[config.mk]
export PLATFORM = sky130hd
export DESIGN_NAME = belsm_bank
export DESIGN_NICKNAME = d
export VERILOG_FILES = /design/src/sv/belsm_pkg.sv /design/src/sv/belsm_bank.sv
export SDC_FILE = /design/constraint.sdc
export NUM_CORES = 2
export LEC_CHECK = 0
export BUFFER_PORTS_ARGS = -buffer_cell sky130_fd_sc_hd__buf_2
export CAP_MARGIN = 20
export CELL_PAD_IN_SITES_DETAIL_PLACEMENT = 2
export CELL_PAD_IN_SITES_GLOBAL_PLACEMENT = 2
export CORE_MARGIN = 2
export CORE_UTILIZATION = 51
export CTS_CLUSTER_DIAMETER = 150
export DETAILED_ROUTE_END_ITERATION = 8
export PLACE_DENSITY_LB_ADDON = 0.1
export SLEW_MARGIN = 10
export SYNTH_ARGS = -nofsm -noshare
export SYNTH_HDL_FRONTEND = slang
export SYNTH_SLANG_ARGS = --single-unit
[constraint.sdc]
create_clock -name clk -period 3.2 [get_ports clk]
set_clock_uncertainty 0.15 [all_clocks]
set_input_delay 0.16 -clock clk [delete_from_list [all_inputs] [get_ports clk]]
set_output_delay 0.16 -clock clk [all_outputs]
set_load 0.03 [all_outputs]
[src/sv/belsm_pkg.sv]
// Package for the big-endian load/store memory.
// Holds store geometry, access codes and the structs passed between stages.
// No dependencies.
package belsm_pkg;

	localparam int ADDR_W      = 11;
	localparam int MEM_BYTES   = 2048;
	localparam int NBANKS      = 8;
	localparam int BANK_W      = $clog2(NBANKS);
	localparam int ROWS        = MEM_BYTES / NBANKS;
	localparam int ROW_W       = $clog2(ROWS);
	localparam int EXT_W       = ADDR_W + 1;
	localparam int DATA_W      = 64;

	localparam logic [ADDR_W-1:0] CONSOLE_RESET = ADDR_W'(400);

	localparam logic ACT_READ  = 1'b0;
	localparam logic ACT_WRITE = 1'b1;

	localparam logic [1:0] SZ_1 = 2'd0;
	localparam logic [1:0] SZ_2 = 2'd1;
	localparam logic [1:0] SZ_4 = 2'd2;
	localparam logic [1:0] SZ_8 = 2'd3;

	typedef struct packed {
		logic             we;
		logic [ROW_W-1:0] row;
		logic [7:0]       wdata;
	} bank_req_t;

	typedef struct packed {
		logic              valid;
		logic              is_write;
		logic [1:0]        size;
		logic              sext;
		logic [BANK_W-1:0] lsb;
		logic              err;
		logic              cvalid;
		logic [7:0]        cbyte;
	} ctl_t;

endpackage

[src/sv/belsm_bank.sv]
// One byte-wide bank of the store: one row address, write and registered read.
// Uses belsm_pkg for the row width and depth.
module belsm_bank
	import belsm_pkg::*;
(
	input  logic             clk,
	input  logic             we,
	input  logic [ROW_W-1:0] row,
	input  logic [7:0]       wdata,
	output logic [7:0]       rdata
);

	logic [7:0] mem [ROWS];

	always_ff @(posedge clk) begin
		if (we) begin
			mem[row] <= wdata;
		end
	end

	always_ff @(posedge clk) begin
		rdata <= mem[row];
	end

endmodule

==> metrics.cfg, run 1 <==
[run_status]
status = did not finish
stop_stage = detailed placement (3_5_place_dp)
firstError = [ERROR DPL-0033] detailed placement checks failed during check placement.

[synth]
yosysTopAreaCell = edfxtp_1
synth.avg_cell_area_um2 = 22.1
ys_top_cells_by_area = edfxtp_1 78%, mux4_2 15%, a22oi_1 2.4%, nor2_1 1.1%, a21oi_1 0.82%
synth_nets = 3565
ys.warnings.count = 0
synth_seq_area_share = 0.786
synth_cells = 3547
ys_types = 22
synth_top_area_frac = 0.783
syn-cell-area_um2 = 78500
ys_seq_elements = 2056

[placement]
io_buffers = 25
post-dp-hpwl_mm = 165
gp_congestion = 0.819

[die]
start_util = 0.515
die_h_um = 396
fp.dieW_um = 396
placementRows = 143
num_io_pins = 26

kinds of logic after synthesis:
kind of cell    count (synthesis)  share of synthesized area
flops                        2056                      0.786
mux                           512                      0.147
compound gates                416                     0.0362
simple gates                  330                     0.0173
buf+inv                       233                     0.0140
stage by stage:
stage	instance area (µm²)	hold slack [ns]	setup TNS, ns
floorplan	78500	0.109	0
global placement	84600	0.525	-0.677
cell usage after synthesis:
master,count
dfxtp_1,8
and2_1,3
inv_1,1
nor3_1,30
nor2_1,232
buf_6,16
nand3_1,13
nor2b_1,7
a22oi_1,256
nand4_1,8
buf_1,19
edfxtp_1,2048
nand2b_1,6
or2_2,2
o41ai_1,32
a21oi_1,128
buf_2,36
or3_1,1
nand2_1,28
clkbuf_1,145
buf_4,16
mux4_2,512
==> run 2: changes to the inputs <==
--- a/config.mk
+++ b/config.mk
@@ -7,13 +7,10 @@
 export LEC_CHECK = 0
 export BUFFER_PORTS_ARGS = -buffer_cell sky130_fd_sc_hd__buf_2
 export CAP_MARGIN = 20
-export CELL_PAD_IN_SITES_DETAIL_PLACEMENT = 2
-export CELL_PAD_IN_SITES_GLOBAL_PLACEMENT = 2
 export CORE_MARGIN = 2
-export CORE_UTILIZATION = 51
-export CTS_CLUSTER_DIAMETER = 150
+export CORE_UTILIZATION = 40
 export DETAILED_ROUTE_END_ITERATION = 8
-export PLACE_DENSITY_LB_ADDON = 0.1
+export PLACE_DENSITY_LB_ADDON = 0.15
 export SLEW_MARGIN = 10
 export SYNTH_ARGS = -nofsm -noshare
 export SYNTH_HDL_FRONTEND = slang
==> metrics.cfg, run 2 <==
[run_status]
status = finished clean

[sta]
hold_viol = 0
period_share = 0.946
min_period_ns = 3.03
tightest_slew_ns = 1.21
slew_viol_final = 0
max_slew_margin = 0.185
setup_viol = 0
grt_setup_unrepaired = no
fin_setup_tns_ns = 0
fmax_ghz = 0.330

[synth]
async_flop_share = 0  ; unchanged
ys_types = 22  ; unchanged
synth_top_area_frac = 0.783  ; unchanged
synth_ff_type = edfxtp_1
synth.most_common_cell = edfxtp_1
syn-cell-area_um2 = 78500  ; unchanged
synth_edf_count = 2048  ; unchanged
synth.avg_cell_area_um2 = 22.1  ; unchanged
ys.warnings.count = 0  ; unchanged
synth_cells = 3547  ; unchanged
synth_top_cells_by_count = 2,048 x edfxtp_1, 512 x mux4_2, 256 x a22oi_1
synth_seq_area_share = 0.786  ; unchanged
yosysTopAreaCell = edfxtp_1
synth_nets = 3565  ; unchanged
ys_seq_elements = 2056  ; unchanged
ys_top_cells_by_area = edfxtp_1 78%, mux4_2 15%, a22oi_1 2.4%, nor2_1 1.1%, a21oi_1 0.82%

[placement]
gp_congestion = 0.795  ; -2.9%
post-dp-hpwl_mm = 132  ; -20%
io_buffers = 25  ; unchanged

[die]
num_io_pins = 26  ; unchanged
fp.dieArea_um2 = 200000
core_area_um2 = 195000
die_h_um = 447  ; +13%
placementRows = 162  ; +13%
start_util = 0.403  ; -0.112
fp.dieW_um = 447  ; +13%

[global_route]
grt_overflow = 0
first_global_vias = 39700
grt_pass1_wl_mm = 301
grt_max_degree = 107
grt_util_all_layers = 0.212
antenna_found_initial = 8

[clocking]
h-tree-depth = 4
ctsResizeCount = 0
clock_path_buffers = 3
cts.sink_count = 2056
insertion_delay_ns = 0.85
clockRootBuffer = clkbuf_16
clkTransAtPathRegs_ns = 0.06
cts_tree = done
numCtsBuffers = 211

[power]
leakage_uw = 0.0291
total_power_uw = 56200
power_density_nw_per_um2 = 608
vdd_drop_max_v = 0.000496

[critical_path]
end_kind = flop
required_ns = 3.78
rrSetupSlack_ns = 0.17
critPathArrivalTime_ns = 3.61
worst-setup-path-type = reg2reg
cp_num_buf_inv = 2
crit_fanout = 1
crit_path_top_delay_cell = dlygate4sd3_1
critPathLaunchType = flop
cp_top_family = compound AO/OA/AOI/OAI gates
slowest_delay_ns = 0.58
cp_cell_sequence = mux4_2 -> a22oi_1 -> a21oi_1 -> o41ai_1 -> buf_4 -> nand4_1 -> dlygate4sd3_1

[finish]
top_register = mem
final_cell_mix = 2,048 x edfxtp_1, 512 x mux4_2, 457 x buf_4, 256 x a22oi_1, 231 x nor2_1
largest_reg_flops = 2048
area_delta_synth_final_pct = 17.8
fillers = 16300
reg.largest.list = mem x2048, rdata x8
layout_commonest_cell = edfxtp_1
nets = 4104
drive_gt1_frac = 0.322

[job]
cap_violations = 0

[min_path]
hold_class = in2reg

[detailed_routing]
avgRoutedWirePerCell_um = 30.6
drt_iter0_drc = 4145
post-route-drc-count = 0
vias = 38800
ant_nets = 0
routed_via_density = 5.63
first_pass_iters = 5
wirelength_mm = 211

## run 2: worst register-to-register path, cell delays in order, from the launching register on
cell           delay (ns)
edfxtp_1             0.36
mux4_2               0.48
a22oi_1              0.29
a21oi_1              0.24
o41ai_1              0.49
buf_4                0.23
nand4_1              0.10
dlygate4sd3_1        0.58
## run 2: path summary, 6_finish.rpt
| check | start | to | cells past startpoint |
|---|---|---|---|
| max | mem[104][5] | rdata[5] | 7 |
| min | row[4] | mem[198][7] | 5 |
| max reg2reg | mem[104][5] | rdata[5] | 7 |
| min reg2reg | mem[219][3] | rdata[3] | 5 |
## run 2: kinds of logic (layout without fill, tap and decap cells)
kind of cell,after synthesis,in the layout,share of synthesized area
buffers and inverters,233,950,0.0140
DFF,2056,2056,0.786
muxes,512,512,0.147
and+or+nand+nor,330,330,0.0173
AOI/OAI and AO/OA,416,416,0.0362
other,0,4,0
## run 2: what timing repair did
item,CTS,global route
setup buffers,0,0
hold buffers,12,0
hold endpoints to repair,1531,0
## run 2: power breakdown
part           total (µW)  internal, µW  switching (µW)
Combinational        2820          1020            1790
Sequential          29700         29700            36.6
Clock               23700         13300           10400
Total               56200         44000           12200
## run 2: area by class of cell
cell class              instances  area, µm²  share of cell area
flip-flops and latches       2056      61700               0.667
well taps                    2624       3280              0.0355
multi-input cells            1258      15800               0.171
clock inverters               129       1070              0.0116
diodes                          4       10.0            0.000108
repair buffers                558       5060              0.0547
inverters                       1       3.75           0.0000406
clock buffers                 262       5570              0.0602
## run 2: layer usage
metal / global-route usage / wire [µm] / up-vias
met1: 0.306 / 92000 / 21100
met4: 0.0524 / 4840 / 0
met2: 0.341 / 102000 / 1218
met3: 0.0323 / 11900 / 292
li1: - / - / 16200
met5: 0 / 0 / -
## run 2: metrics by stage
stage	cell area (µm²)	instances	utilization	hold slack (ns)	setup WS [ns]
global placement	85700	6482	0.439	0.457	-0.951
finish	92500	6892	0.474	0.121	0.174
global route	92500	6890	0.474	0.119	0.107
floorplan	78500	3547	-	0.109	0.671
CTS	92500	6888	0.474	0.0389	0.166
detailed placement	85700	6485	0.440	0.463	-0.313
(Power assumes the default switching activity.)
