--- config.mk ---
export PLATFORM = sky130hd
export DESIGN_NAME = belsm_align
export DESIGN_NICKNAME = d
export VERILOG_FILES = /design/src/sv/belsm_pkg.sv /design/src/sv/belsm_align.sv
export SDC_FILE = /design/constraint.sdc
export NUM_CORES = 1
export LEC_CHECK = 0
export BUFFER_PORTS_ARGS = -buffer_cell sky130_fd_sc_hd__buf_2
export CORE_UTILIZATION = 40
export DETAILED_ROUTE_END_ITERATION = 6
export PLACE_DENSITY = 0.68
export SLEW_MARGIN = 30
export SYNTH_ARGS = -nofsm -noshare
export SYNTH_HDL_FRONTEND = slang
export SYNTH_SLANG_ARGS = --single-unit
--- constraint.sdc ---
create_clock -name vclk -period 3.8
set_input_delay 0.19 -clock vclk [all_inputs]
set_output_delay 0.19 -clock vclk [all_outputs]
set_load 0.1 [all_outputs]
--- src/sv/belsm_pkg.sv ---
// Package for the big-endian load/store memory.
// Holds store geometry, access codes and the structs passed between stages.
// No dependencies.
package belsm_pkg;

	localparam int ADDR_W      = 11;
	localparam int MEM_BYTES   = 2048;
	localparam int NBANKS      = 8;
	localparam int BANK_W      = $clog2(NBANKS);
	localparam int ROWS        = MEM_BYTES / NBANKS;
	localparam int ROW_W       = $clog2(ROWS);
	localparam int EXT_W       = ADDR_W + 1;
	localparam int DATA_W      = 64;

	localparam logic [ADDR_W-1:0] CONSOLE_RESET = ADDR_W'(400);

	localparam logic ACT_READ  = 1'b0;
	localparam logic ACT_WRITE = 1'b1;

	localparam logic [1:0] SZ_1 = 2'd0;
	localparam logic [1:0] SZ_2 = 2'd1;
	localparam logic [1:0] SZ_4 = 2'd2;
	localparam logic [1:0] SZ_8 = 2'd3;

	typedef struct packed {
		logic             we;
		logic [ROW_W-1:0] row;
		logic [7:0]       wdata;
	} bank_req_t;

	typedef struct packed {
		logic              valid;
		logic              is_write;
		logic [1:0]        size;
		logic              sext;
		logic [BANK_W-1:0] lsb;
		logic              err;
		logic              cvalid;
		logic [7:0]        cbyte;
	} ctl_t;

endpackage

--- src/sv/belsm_align.sv ---
// Load alignment: gathers bank bytes in big-endian order and extends them.
// Uses belsm_pkg for the control struct and size codes.
module belsm_align
	import belsm_pkg::*;
(
	input  ctl_t              ctl,
	input  logic [7:0]        rdata [NBANKS],
	output logic [DATA_W-1:0] read_value
);

	logic [DATA_W-1:0] raw;

	always_comb begin
		logic [BANK_W-1:0] idx;
		for (int k = 0; k < NBANKS; k++) begin
			idx = ctl.lsb + BANK_W'(k);
			raw[8*(NBANKS-1-k) +: 8] = rdata[idx];
		end
	end

	always_comb begin
		read_value = '0;
		if (!ctl.is_write && !ctl.err) begin
			unique case (ctl.size)
				SZ_1: read_value = {{56{ctl.sext & raw[63]}}, raw[63:56]};
				SZ_2: read_value = {{48{ctl.sext & raw[63]}}, raw[63:48]};
				SZ_4: read_value = {{32{ctl.sext & raw[63]}}, raw[63:32]};
				SZ_8: read_value = raw;
				default: read_value = '0;
			endcase
		end
	end

endmodule

Yosys cells after proc, flatten, opt, wreduce, memory -nomap -nowiden
Cells that the tools add are included.
- order comparisons: 8
- equality and inequality tests: 3
- reductions and logical operators: 4
- bitwise gates (word level): 9
- add/subtract/negate cells: 7
- muxes and demuxes: 26
- operator list (cell ; count):
    case mux 64 bit (4 select lines) ; 1
    binary-select mux 8 bit (select 3 bit) ; 8
    2-to-1 mux 8 bit ; 16
    2-to-1 mux 64 bit ; 1
    greater-or-equal comparator 4 bit, second input constant ; 8
    inverter 3 -> 4 bit ; 8
    adder 3 bit, second input constant ; 4
    adder 3 x 2 -> 3 bit, second input constant ; 2
    == test 2 bit, second input constant ; 2
    adder 3 x 1 -> 3 bit, second input constant ; 1
    == test 2 x 1 -> 1 bit, second input constant ; 1
    logical NOT 1 bit ; 2
    logical NOT 2 bit ; 1
    AND 1 bit ; 1
    logical AND 1 bit ; 1
- word-level logic and storage cells: 57
- register bits: 0
- output and inout port bits: 64

Depth between registers and ports, before layout
- depth after elaboration: 7
- depth in mapped cells: 13

Worst setup path before layout
Ideal clock, no wire load.
- path kind: input-to-output
- start: input port ctl[11] in the netlist's numbering
- end: output port read_value[0]
- setup slack: -710 ps
- stages on the path: 12
- data required time: 3610 ps
- data arrival time: 4320 ps
- buffers on the path: 6
- cells stage by stage: buf_6 buf_12 buf_2 inv_1 ha_1 buf_4 buf_4 buf_4 mux2i_1 a21oi_1 nand3_1 a221oi_1
- word-level cells in the longest chain between the ends: 7
- elaborated cells between the ends (all ways): 21
- classes of those cells: add/sub (3); mux (14); bitwise (4)
- ends and longest elaborated chain (item ; RTL line ; RTL):
    start, declared ; belsm_align.sv:6 ; input ctl_t ctl,
    adder 3 bit (tied with other cells) ; belsm_align.sv:16 ; idx = ctl.lsb + BANK_W'(k);
    inverter 3 -> 4 bit (implied by the code) ; belsm_align.sv:17 ; raw[8*(NBANKS-1-k) +: 8] = rdata[idx];
    binary-select mux 8 bit (select 3 bit) ; belsm_align.sv:17 ;
    2-to-1 mux 8 bit (implied by the code) (2 in series) ; belsm_align.sv:17 ;
    case mux 64 bit (4 select lines) * ; belsm_align.sv:24 ; unique case (ctl.size)
    2-to-1 mux 64 bit * ; belsm_align.sv:23 ; if (!ctl.is_write && !ctl.err) begin
    end, declared ; belsm_align.sv:8 ; output logic [DATA_W-1:0] read_value
Every way passes the cells marked *; elsewhere a longest branch is shown, timed or not. The select of a mux whose other input is x is not followed.

Worst setup path after layout
- start: input port ctl[11] in the netlist's numbering
- end: output port read_value[2]
The elaborated chain is that of the path after synthesis.

==> results.txt <==
status = finished, final reports clean
GRT Overall Usage = 0.279
die height = 94.7 µm
CTS Hold Bufs = 0
Placer Congestion = 0.955
routed len/inst = 20.1 µm
I/O Buffers = 136
share of cells above drive strength 1 = 0.460
Vias = 3,928
Post-Syn Instances = 415
fin nets = 608
PostCTS Resize Cnt = 0
worst slew pin tran = 0.905 ns
postcts setup bufs = 0
Pwr Total = 0.987 mW
Worst VDD drop = 0.000109 V
Layout Area Growth over Synthesis = 23.0%
Syn Nets = 499
first-pass GRT wire length = 19,500 µm
CP Launch Type = input port
max frequency = 335 MHz
Max Slew Vio Count = 0
Initial Utilization = 0.417
Synth cell types = 44
Worst Path Class, Setup = input port to primary output
Die ar. = 8970 µm²
synth warn = 0
Core Area = 8260 µm²
1st-iter DRT viols = 272
Synth area leader = mux4_2
drt total wl = 12,600 µm
initial antenna violation count = 0
mux cell area share after synthesis = 0.478
Pre-antenna DRT Iters = 4
vias in the first global route = 3,519
pwr/cell area = 233 nW/µm²
post-route ant nets = 0
fin cells = 627
residual DRC count = 0
Yosys top cell area share = 0.295
RSZ-0062 raised after global routing = no
vias per cell = 6.26
Leakage = 1.88 nW
Mean Syn Cell Area = 8.29 µm²
Post-Synth Adder-Cell Area = 0.00728
Die W = 94.7 µm
Compound-Gate Fraction of Synth Area = 0.217
fin crit share = 0.786
xor and xnor area share after synthesis = 0.0546
Synth Area in Simple Gates = 0.165
final hold violations = 0
Worst EP required = 3.61 ns
element type at the critical path end = primary output
clock buffers = 0
largest net degree at the start of global routing = 58
Setup TNS = 0 ns
Synth area leaders = mux4_2 (29%), nand2_1 (11%), mux2_2 (8.2%)
Worst EP arrival = 2.80 ns
Inserted Diodes = 0
Tmin final = 2.99 ns
Final Setup Violations = 0
num sequential = 0
grt total ovfl = 0
row cnt = 33
Inst Count DP = 627
FF/Latch Area = 0 µm²
relative slew slack = 0.397
Hold Path Class = input port to primary output
DP Wirelength = 10,000 µm
largest family of logic cells by synthesized area = multiplexers
crit path max fanout = 21
Netlist Area Pre-Place = 3440 µm²
IO Count = 146
register area share after synthesis = 0
max cap viols = 0
## cell usage in the layout (no fill, tap or decap), types with 7 or more instances in the layout
cell / Yosys / routed
nand2_1: 97 / 97
a221oi_2: 0 / 7
mux4_2: 45 / 45
a31o_2: 7 / 7
nor2_1: 12 / 12
nand3_1: 8 / 8
o211ai_1: 8 / 8
a21oi_1: 51 / 51
mux2_2: 25 / 25
buf_12: 1 / 7
nor3_1: 13 / 13
a31oi_1: 23 / 23
buf_2: 13 / 128
mux2i_1: 27 / 27
o21ai_0: 7 / 7
buf_4: 7 / 11
## path summary, 6_finish.rpt
path | slack, ns | cells past startpoint | startpoint | endpoint
hold / removal | 0.93 | 5 | ctl[9] | read_value[46]
setup / recovery | 0.81 | 10 | ctl[11] | read_value[2]
## power by group
part	leakage [nW]	total, mW	switching, mW	internal (mW)
sequential	0	0	0	0
combinational	1.88	0.987	0.668	0.319
clock	0	0	0	0
## cells by family after synthesis
group / after synthesis
buf+inv: 44
simple gates: 138
xor+xnor: 12
mux: 100
fa+ha+maj: 2
compound gates: 119
## critical path, cell delays in order
cell and delay, ns:
buf_2 0.29, inv_1 0.09, ha_2 0.56, buf_4 0.37, mux2_2 0.24, nor3_1 0.05, a21oi_1 0.20, nand3_1 0.17
a221oi_2 0.40, buf_12 0.22
## per-layer routing
metal | up-vias | track usage | wire (µm)
met4 | 0 | 0.0114 | 16
li1 | 1834 | - | -
met3 | 2 | 0.0137 | 843
met5 | - | 0 | 0
met2 | 181 | 0.454 | 6060
met1 | 1911 | 0.427 | 5660
## cells in the mapped netlist (2+ instances only)
library cell	count
xor2_1	3
buf_6	6
buf_4	7
nand2_1	97
inv_1	3
o21ai_2	2
nor2_1	12
o21ai_0	7
nor2b_1	2
o31a_1	3
a21oi_1	51
mux2_2	25
clkbuf_1	11
o21a_1	6
a221oi_1	7
o211ai_1	8
mux4_1	3
a31o_2	7
a31oi_1	23
mux4_2	45
nor3_1	13
nand3_1	8
buf_2	13
mux2i_1	27
ha_1	2
xnor2_4	3
xnor2_1	4
## per-stage QoR
| stage | util | cell area [µm²] | hold WS [ns] | setup slack, ns |
|---|---|---|---|---|
| 2_1_floorplan | - | 3480 | 0.848 | 0.0596 |
| 3_3_place_gp | 0.512 | 4230 | 0.936 | 0.898 |
| 3_5_place_dp | 0.512 | 4230 | 0.934 | 0.845 |
| 4_1_cts | 0.512 | 4230 | 0.934 | 0.848 |
| 5_1_grt | 0.512 | 4230 | 0.980 | 0.648 |
| 6_report | 0.512 | 4230 | 0.932 | 0.813 |
## cell type report
class                      instances  area, µm²
fill                             831       4030
multi-input combinational        371       3220
timing repair buffer             146        863
tap                              105        131
inverter                           5       18.8
(Power assumes the default switching activity.)
