**config.mk**
```make
export PLATFORM = sky130hd
export DESIGN_NAME = belsm_decode
export DESIGN_NICKNAME = d
export VERILOG_FILES = /design/src/sv/belsm_pkg.sv /design/src/sv/belsm_decode.sv
export SDC_FILE = /design/constraint.sdc
export NUM_CORES = 1
export LEC_CHECK = 0
export BUFFER_PORTS_ARGS = -buffer_cell sky130_fd_sc_hd__buf_2
export CORE_MARGIN = 2
export CORE_UTILIZATION = 49
export DETAILED_ROUTE_END_ITERATION = 10
export PLACE_DENSITY = 0.88
export SYNTH_ARGS = -nofsm -noshare
export SYNTH_HDL_FRONTEND = slang
export SYNTH_SLANG_ARGS = --single-unit
```
**constraint.sdc**
```tcl
create_clock -name vclk -period 5.04
set_input_delay 0.756 -clock vclk [all_inputs]
set_output_delay 0.756 -clock vclk [all_outputs]
set_load 0.01 [all_outputs]
```
**src/sv/belsm_pkg.sv**
```systemverilog
// Package for the big-endian load/store memory.
// Holds store geometry, access codes and the structs passed between stages.
// No dependencies.
package belsm_pkg;

	localparam int ADDR_W      = 11;
	localparam int MEM_BYTES   = 2048;
	localparam int NBANKS      = 8;
	localparam int BANK_W      = $clog2(NBANKS);
	localparam int ROWS        = MEM_BYTES / NBANKS;
	localparam int ROW_W       = $clog2(ROWS);
	localparam int EXT_W       = ADDR_W + 1;
	localparam int DATA_W      = 64;

	localparam logic [ADDR_W-1:0] CONSOLE_RESET = ADDR_W'(400);

	localparam logic ACT_READ  = 1'b0;
	localparam logic ACT_WRITE = 1'b1;

	localparam logic [1:0] SZ_1 = 2'd0;
	localparam logic [1:0] SZ_2 = 2'd1;
	localparam logic [1:0] SZ_4 = 2'd2;
	localparam logic [1:0] SZ_8 = 2'd3;

	typedef struct packed {
		logic             we;
		logic [ROW_W-1:0] row;
		logic [7:0]       wdata;
	} bank_req_t;

	typedef struct packed {
		logic              valid;
		logic              is_write;
		logic [1:0]        size;
		logic              sext;
		logic [BANK_W-1:0] lsb;
		logic              err;
		logic              cvalid;
		logic [7:0]        cbyte;
	} ctl_t;

endpackage

```
**src/sv/belsm_decode.sv**
```systemverilog
// Access decode: bounds check, console match and per-bank row, enable and data.
// Uses belsm_pkg; also drives the clearing sweep onto all banks.
module belsm_decode
	import belsm_pkg::*;
(
	input  logic              clearing,
	input  logic [ROW_W-1:0]  clr_row,
	input  logic              valid,
	input  logic              action,
	input  logic [1:0]        size_code,
	input  logic              sign_extend,
	input  logic [ADDR_W-1:0] address,
	input  logic [DATA_W-1:0] write_value,
	input  logic [ADDR_W-1:0] console_address,
	output bank_req_t         req [NBANKS],
	output ctl_t              ctl
);

	logic [BANK_W:0]   n_bytes;
	logic [EXT_W-1:0]  end_addr;
	logic              err;
	logic              do_write;
	logic [BANK_W-1:0] lsb;
	logic [ROW_W-1:0]  row_base;

	always_comb begin
		n_bytes  = (BANK_W+1)'(1) << size_code;
		end_addr = {1'b0, address} + EXT_W'(n_bytes);
		err      = end_addr > EXT_W'(MEM_BYTES);
		do_write = valid && (action == ACT_WRITE) && !err;
		lsb      = address[BANK_W-1:0];
		row_base = address[ADDR_W-1:BANK_W];

		ctl.valid    = valid;
		ctl.is_write = (action == ACT_WRITE);
		ctl.size     = size_code;
		ctl.sext     = sign_extend;
		ctl.lsb      = lsb;
		ctl.err      = err;
		ctl.cvalid   = do_write && (size_code == SZ_4) && (address == console_address);
		ctl.cbyte    = ctl.cvalid ? write_value[7:0] : 8'd0;
	end

	always_comb begin
		logic [BANK_W-1:0] k;
		logic [BANK_W-1:0] j;
		for (int b = 0; b < NBANKS; b++) begin
			k = BANK_W'(b) - lsb;
			j = BANK_W'(n_bytes - (BANK_W+1)'(1) - {1'b0, k});
			if (clearing) begin
				req[b].we    = 1'b1;
				req[b].row   = clr_row;
				req[b].wdata = 8'd0;
			end else begin
				req[b].we    = do_write && ({1'b0, k} < n_bytes);
				req[b].row   = (BANK_W'(b) >= lsb) ? row_base : row_base + ROW_W'(1);
				req[b].wdata = write_value[{j, 3'b000} +: 8];
			end
		end
	end

endmodule

```
Word level (Yosys, flattened, before mapping)
Index checks and enable logic that the tools add are counted.
- register bits after elaboration: 0
- bits in latches: 0
- RAM bits: 0
- memory bits (read-only): 0
- output and inout port bits: 154
- word-level logic and storage cells: 77
- memories: 0
- add/subtract/negate cells: 19
- multiply operators: 0
- divide/modulo/power cells: 0
- magnitude comparators: 17
- eq/ne operators: 2
- shifts and indexed selects: 9
- muxes and demuxes: 17
- bitwise gates (word level): 0
- reduce and logical (&&, ||, !) cells: 13
- operators by type and width (cell ; count):
    64-bit by 7-bit indexed part select with 8-bit output ; 8
    17-bit 2-to-1 mux ; 8
    8-bit 2-to-1 mux ; 9
    3-bit by 4-bit < comparator with 1-bit output ; 8
    3-bit subtractor ; 8
    11-bit by 4-bit adder with 12-bit output ; 1
    3-bit greater-or-equal comparator, first input constant ; 4
    12-bit > comparator, second input constant ; 1
    1-bit logical AND ; 12
    3-bit subtractor, first input constant ; 4
    11-bit equality test ; 1
    8-bit by 1-bit adder with 8-bit output, second input constant ; 1
    1-bit by 3-bit greater-or-equal comparator with 1-bit output, first input constant ; 2
    2-bit by 3-bit greater-or-equal comparator with 1-bit output, first input constant ; 2
    1-bit by 3-bit subtractor with 3-bit output, first input constant ; 2
    2-bit by 3-bit subtractor with 3-bit output, first input constant ; 2
    1-bit by 2-bit left shift with 4-bit output, first input constant ; 1
    3-bit by 1-bit subtractor with 3-bit output, second input constant ; 1
    2-bit equality test, second input constant ; 1
    1-bit zero test ; 1

Depth between registers and ports, before layout
Gate-level depths: netlist of the first run.
- depth in word-level cells: 8
- gate-level depth with buffers: 12
- mapped depth without buffers: 10

Least setup slack after synthesis of the first run
No wires, ideal clock.
- path type: input to output
- start point: in size_code[1]
- end point: out req[20] (netlist name)
- arrival: 3.385 ns
- path slack: 0.899 ns
- stages: 10
- path buffers: 3
- cell sequence: buf_2 -> nor2_1 -> ha_1 -> inv_1 -> fa_1 -> clkbuf_1 -> buf_2 -> mux4_2 -> mux2i_1 -> nor2_1
- RTL lines (what ; RTL line ; RTL):
    from (decl) ; belsm_decode.sv:10 ; input logic [1:0] size_code,
    to (decl) ; belsm_decode.sv:15 ; output bank_req_t req [NBANKS],

==> summary.md, run 1 <==
| Metric | Value |
|---|---|
| Most frequent cells in the layout | buf_2 (252), nand2_1 (107), a21oi_1 (88) |
| # clk buffers | 0 |
| RePlAce Congestion | roughly 0.9 |
| Initial antenna violation count | 0 |
| Synth unique cells | 53 |
| Grt ovf | 0 |
| CTS Hold Buffers Added | 0 |
| Sequential fraction of the synthesis area | 0% |
| Drt first pass iters | 8 |
| Synth Cell Area | about 5000 sq um |
| Max-cap violations | 0 |
| Power per cell area | 166 nW/um^2 |
| Slew HR | about 41% |
| First-pass GRT wire length | 26600 microns |
| I/O pin count | around 250 |
| Via count | 5729 |
| Top cell type's share of synthesized area | between 20% and 30% |
| Diode count | 0 |
| Core ar. | 9860 sq um |
| Critical path type | in -> out |
| Vias/cell | 5.96 |
| Unrepaired setup endpoints after global routing | false |
| Worst EP arrival | 3.55 ns |
| Final period util | 85.5% |
| Setup TNS | 0 ns |
| Highest-delay cell along the critical path | or4_1 |
| Commonest non-fill, non-tap cell in the layout | buf_2 |
| Final nets | 955 |
| Mapped Avg Cell Area | around 8.0 sq um |
| Sequential cell area | 0 sq um |
| Startpoint Class | input pin |
| Cell taking the most area after synthesis | mux4_2 |
| Fin Hold WS | between 1.5 and 2 ns |
| Post-Place Cells | 962 |
| Worst Min Path Start | sign_extend |
| Worst Hold Class | in -> out |
| FMAX | 0.232 GHz |
| Final Non-Filler Cells | 962 |
| Crit path buf inv count | 4 |
| Residual DRC | 0 |
| Crit path max-delay family | simple AND/OR/NAND/NOR gates |
| Crit-path cells | buf_2, nor2b_1, inv_1, ha_1, ha_1, inv_1, a21oi_1, or4_1, nand3_2, a41oi_4, nor3b_2, buf_2 |
| Worst EP required | 4.28 ns |
| Die Height | 105 microns |
| DR iter-0 viols | 571 |
| Die ar. | 11100 sq um |
| Post-DP HPWL | ~13000 microns |
| WL final | 16800 microns |
| Post-CTS resize count | 0 |
| Leakage | around 2.9 nW |
| Die X | ~110 microns |
| Post-layout power | 0.00104 W |
| Pin count of the biggest net entering global routing | 82 |
| Port-buffer cells | 252 |
| Depth of the worst hold-timing path | 0 |
| Synth Net Count | between 700 and 800 |
| Vias in the first global route | 5154 |
| Initial Util | between 50% and 60% |
| Worst stage delay on the critical path | 0.45 ns |
| # Post-CTS Setup Buffers | 0 |
| Status | complete, no violations |
| Worst IR Drop VDD | roughly 0.092 mV |
| Finished Core Util | 63.7% |
| Synth area leaders | mux4_2 (29%), a21oi_1 (8.8%), nand2_1 (8.0%), mux2i_1 (7.6%), xor2_1 (7.5%) |
| P&R area growth vs syn | 25.2% |
| Max-slew violations | 0 |
| GRT Overall Usage | ~29% |
| Proportion of layout cells with a drive suffix above 1 | approximately 43% |
| Critical Path Fanout Max | 18 |
| Worst Setup End Kind | output port |
| CP Launch Point | size_code[0] |
| Post-Synthesis Cells | 626 |
| Routed Antenna Nets | 0 |
| Final setup vio count | 0 |
| Post-route minimum period | between 4 and 5 ns |
| Seq cells | 0 |
| Hold EP | ctl[13] |
| Yosys warns | 0 |
| Worst-Margin Slew | 0.876 ns |
| Routed len/inst | around 17 microns |
| Row cnt | 36 |
| Final hold vios | 0 |
report_power, final:
group | internal, W | switching [W]
Sequential | 0 | 0
Combinational | 0.000469 | 0.000572
Clock | 0 | 0
Total | 0.000469 | 0.000572
metal layers:
layer,global-route usage [%],wire length [microns],share of wire (%),vias up
li1,-,-,-,2652
met1,40.0,6650,39,2668
met2,47.5,8200,49,362
met3,3.12,1510,9.0,47
met4,8.10,471,2.8,0
met5,0,0,0,-
logic make-up after synthesis:
group | share of synthesized area [%]
buf+inv | 7.16
compound gates | 15.1
xor+xnor | 14.2
fa+ha+maj | 6.93
mux | 37.9
simple gates | 18.7
metrics by stage:
step / area (sq um) / worst slack, ns
after floorplan: 5020 / 0.899
after global placement: 6280 / 0.833
after detailed placement: 6280 / 0.744
after CTS: 6280 / 0.739
after global routing: 6280 / 0.501
final: 6280 / 0.730
layout make-up:
class | count | area [sq um]
fill | 856 | 3580
inverter | 14 | 52.6
multi-input combinational | 547 | 4670
tap | 133 | 166
timing repair buffer | 268 | 1390
synth_stat cells, types with 2 or more instances:
cell / instances
nor4_1: 3
buf_4: 10
a31oi_1: 3
buf_2: 14
nor2_1: 59
clkbuf_1: 31
nand2_1: 107
nor3b_2: 8
fa_1: 5
mux2i_1: 38
mux2_2: 7
o21a_1: 3
o21ai_1: 9
xnor2_1: 25
mux4_2: 64
ha_1: 19
nand4_1: 2
nor3_1: 2
or3_1: 2
xor2_1: 43
a21boi_0: 4
nor3b_1: 2
inv_1: 13
xor2_4: 3
a21oi_1: 88
nor2b_1: 2
and3_1: 4
xnor2_2: 2
buf_1: 9
and2_1: 3
a21o_1: 2
nand3_1: 4
o21ai_0: 16
worst max-delay path by stage:
stage          endpoint  depth (start not counted)
6_report         ctl[0]                         12
5_1_grt          ctl[0]                         12
4_1_cts          ctl[0]                         12
3_5_place_dp     ctl[0]                         12
3_3_place_gp     ctl[0]                         12
2_1_floorplan   req[20]                         10
Note: power is estimated with default switching activity, not from simulation.
==> run 2: changes to the inputs <==
--- a/config.mk
+++ b/config.mk
@@ -6,10 +6,12 @@
 export NUM_CORES = 1
 export LEC_CHECK = 0
 export BUFFER_PORTS_ARGS = -buffer_cell sky130_fd_sc_hd__buf_2
+export CORE_ASPECT_RATIO = 0.6
 export CORE_MARGIN = 2
 export CORE_UTILIZATION = 49
 export DETAILED_ROUTE_END_ITERATION = 10
 export PLACE_DENSITY = 0.88
+export SLEW_MARGIN = 30
 export SYNTH_ARGS = -nofsm -noshare
 export SYNTH_HDL_FRONTEND = slang
 export SYNTH_SLANG_ARGS = --single-unit
==> run 2 against run 1 <==
Against the previous run: final area fell by 0.20%; flip-flop and latch count stayed put; die area rose by 0.24%; routed wire length is 11% higher; fmax grew 1.1%; global-route usage rose by 2.3 points; critical path depth down 3; power grew 2.8%; non-clock buffer count decreased by 4; critical path type unchanged; largest cell class unchanged; largest power group unchanged.
==> summary.md, run 2 (synthesized netlist as in run 1, its figures left out) <==
| Metric | Value |
|---|---|
| Grt ovf | 0 |
| Setup WS pre-CTS | 0.789 ns |
| CTS Hold Buffers Added | 0 |
| Crit path buf inv count | 4 |
| Status | complete, no violations |
| RePlAce Congestion | 1.02 |
| FMAX | 0.234 GHz |
| Sequential cell area | 0 sq um |
| CP most frequent cell | buf_2 |
| Die X | 135 microns |
| Via count | 5864 |
| Proportion of layout cells with a drive suffix above 1 | 43.4% |
| Filler Cells Inserted | 890 |
| Post-DP HPWL | 14900 microns |
| Post-route minimum period | 4.26 ns |
| Residual DRC | 0 |
| Max-slew violations | 0 |
| Worst EP arrival | 3.51 ns |
| Final hold vios | 0 |
| Crit-path cells | buf_2, inv_1, ha_1, fa_1, buf_4, mux4_2, mux2i_1, nor2_1, buf_2 |
| Worst Setup End Kind | output port |
| WL final | 18700 microns |
| P&R area growth vs syn | 25.0% |
| # clk buffers | 0 |
| Global route hottest layer | met1 |
| Row cnt | 28 |
| Final setup vio count | 0 |
| Initial antenna violation count | 0 |
| Port-buffer cells | 252 |
| DR iter-0 viols | 547 |
| Leakage | around 2.9 nW |
| Most frequent cells in the layout | buf_2 (252), nand2_1 (107), a21oi_1 (88) |
| Post-layout power | 0.00107 W |
| Critical Path Fanout Max | 16 |
| First-pass GRT wire length | 27100 microns |
| Setup TNS | 0 ns |
| Setup WS post-layout | a little under 0.8 ns |
| Routed Antenna Nets | 0 |
| Worst IR Drop VDD | 0.0844 mV |
| Power per cell area | 171 nW/um^2 |
| I/O pin count | 254 |
| Critical path type | in -> out |
| Worst-Margin Slew | 0.927 ns |
| Vias in the first global route | 4828 |
| Startpoint Class | input pin |
| Worst EP required | 4.28 ns |
| Drt first pass iters | 5 |
| Unrepaired setup endpoints after global routing | false |
| Die ar. | 11100 sq um |
| Worst stage delay on the critical path | 0.58 ns |
| Seq cells | 0 |
| Global-route met1 utilization | 47.1% |
| Highest-delay cell along the critical path | mux4_2 |
| Commonest non-fill, non-tap cell in the layout | buf_2 |
| Vias/cell | 6.11 |
| # Post-CTS Setup Buffers | 0 |
| Worst Hold Class | in -> out |
| Final period util | 84.6% |
| Routed len/inst | 19.5 microns |
| Die Height | 82.4 microns |
| Initial Util | between 50 and 60% |
| Crit path max-delay family | buffers and inverters |
| Diode count | 0 |
| Max-cap violations | 0 |
| Slew HR | approximately two fifths |
| Post-CTS resize count | 0 |
| Met3 Use GR | 9.71% |
| Grt met2 use | 44.2% |
| GRT Overall Usage | 31.2% |
| Pin count of the biggest net entering global routing | 82 |
| Core ar. | 9910 sq um |
| Final nets | ~950 |
[run 2: cell count changes in the layout (fill, tap and decap cells not counted)]
cell     before  now
buf_4        15   11
xnor2_1      25   23
inv_1        13   12
xnor2_2       2    4
inv_2         0    1
[run 2: area by class of cell]
class | count | area (sq um) | share of cell area (%)
inverter | 14 | 52.6 | 0.838
tap | 135 | 169 | 2.69
multi-input combinational | 547 | 4690 | 74.7
timing repair buffer | 264 | 1360 | 21.7
[run 2: final timing paths]
| path | startpoint | to | slack [ns] | cells after the start |
|---|---|---|---|---|
| setup / recovery | address[1] | req[85] | 0.78 | 9 |
| hold / removal | sign_extend | ctl[13] | 1.51 | 0 |
[run 2: per-stage QoR]
step                      hold WS [ns]  cells  utilization, %  cell area, sq um
after floorplan                   1.60    626               -              5020
after global placement            1.51    960            63.1              6260
after detailed placement          1.51    960            63.3              6270
after CTS                         1.51    960            63.3              6270
after global routing              1.51    960            63.3              6270
final                             1.51    960            63.3              6270
[run 2: metal layers]
| layer | vias up | part of all wire, % |
|---|---|---|
| li1 | 2651 | - |
| met1 | 2758 | 43 |
| met2 | 422 | 42 |
| met3 | 31 | 14 |
| met4 | 2 | 1.2 |
| met5 | - | 0.35 |
[run 2: where the power goes]
group,internal [W],switching [W]
clock,0,0
sequential,0,0
combinational,0.000470,0.000601
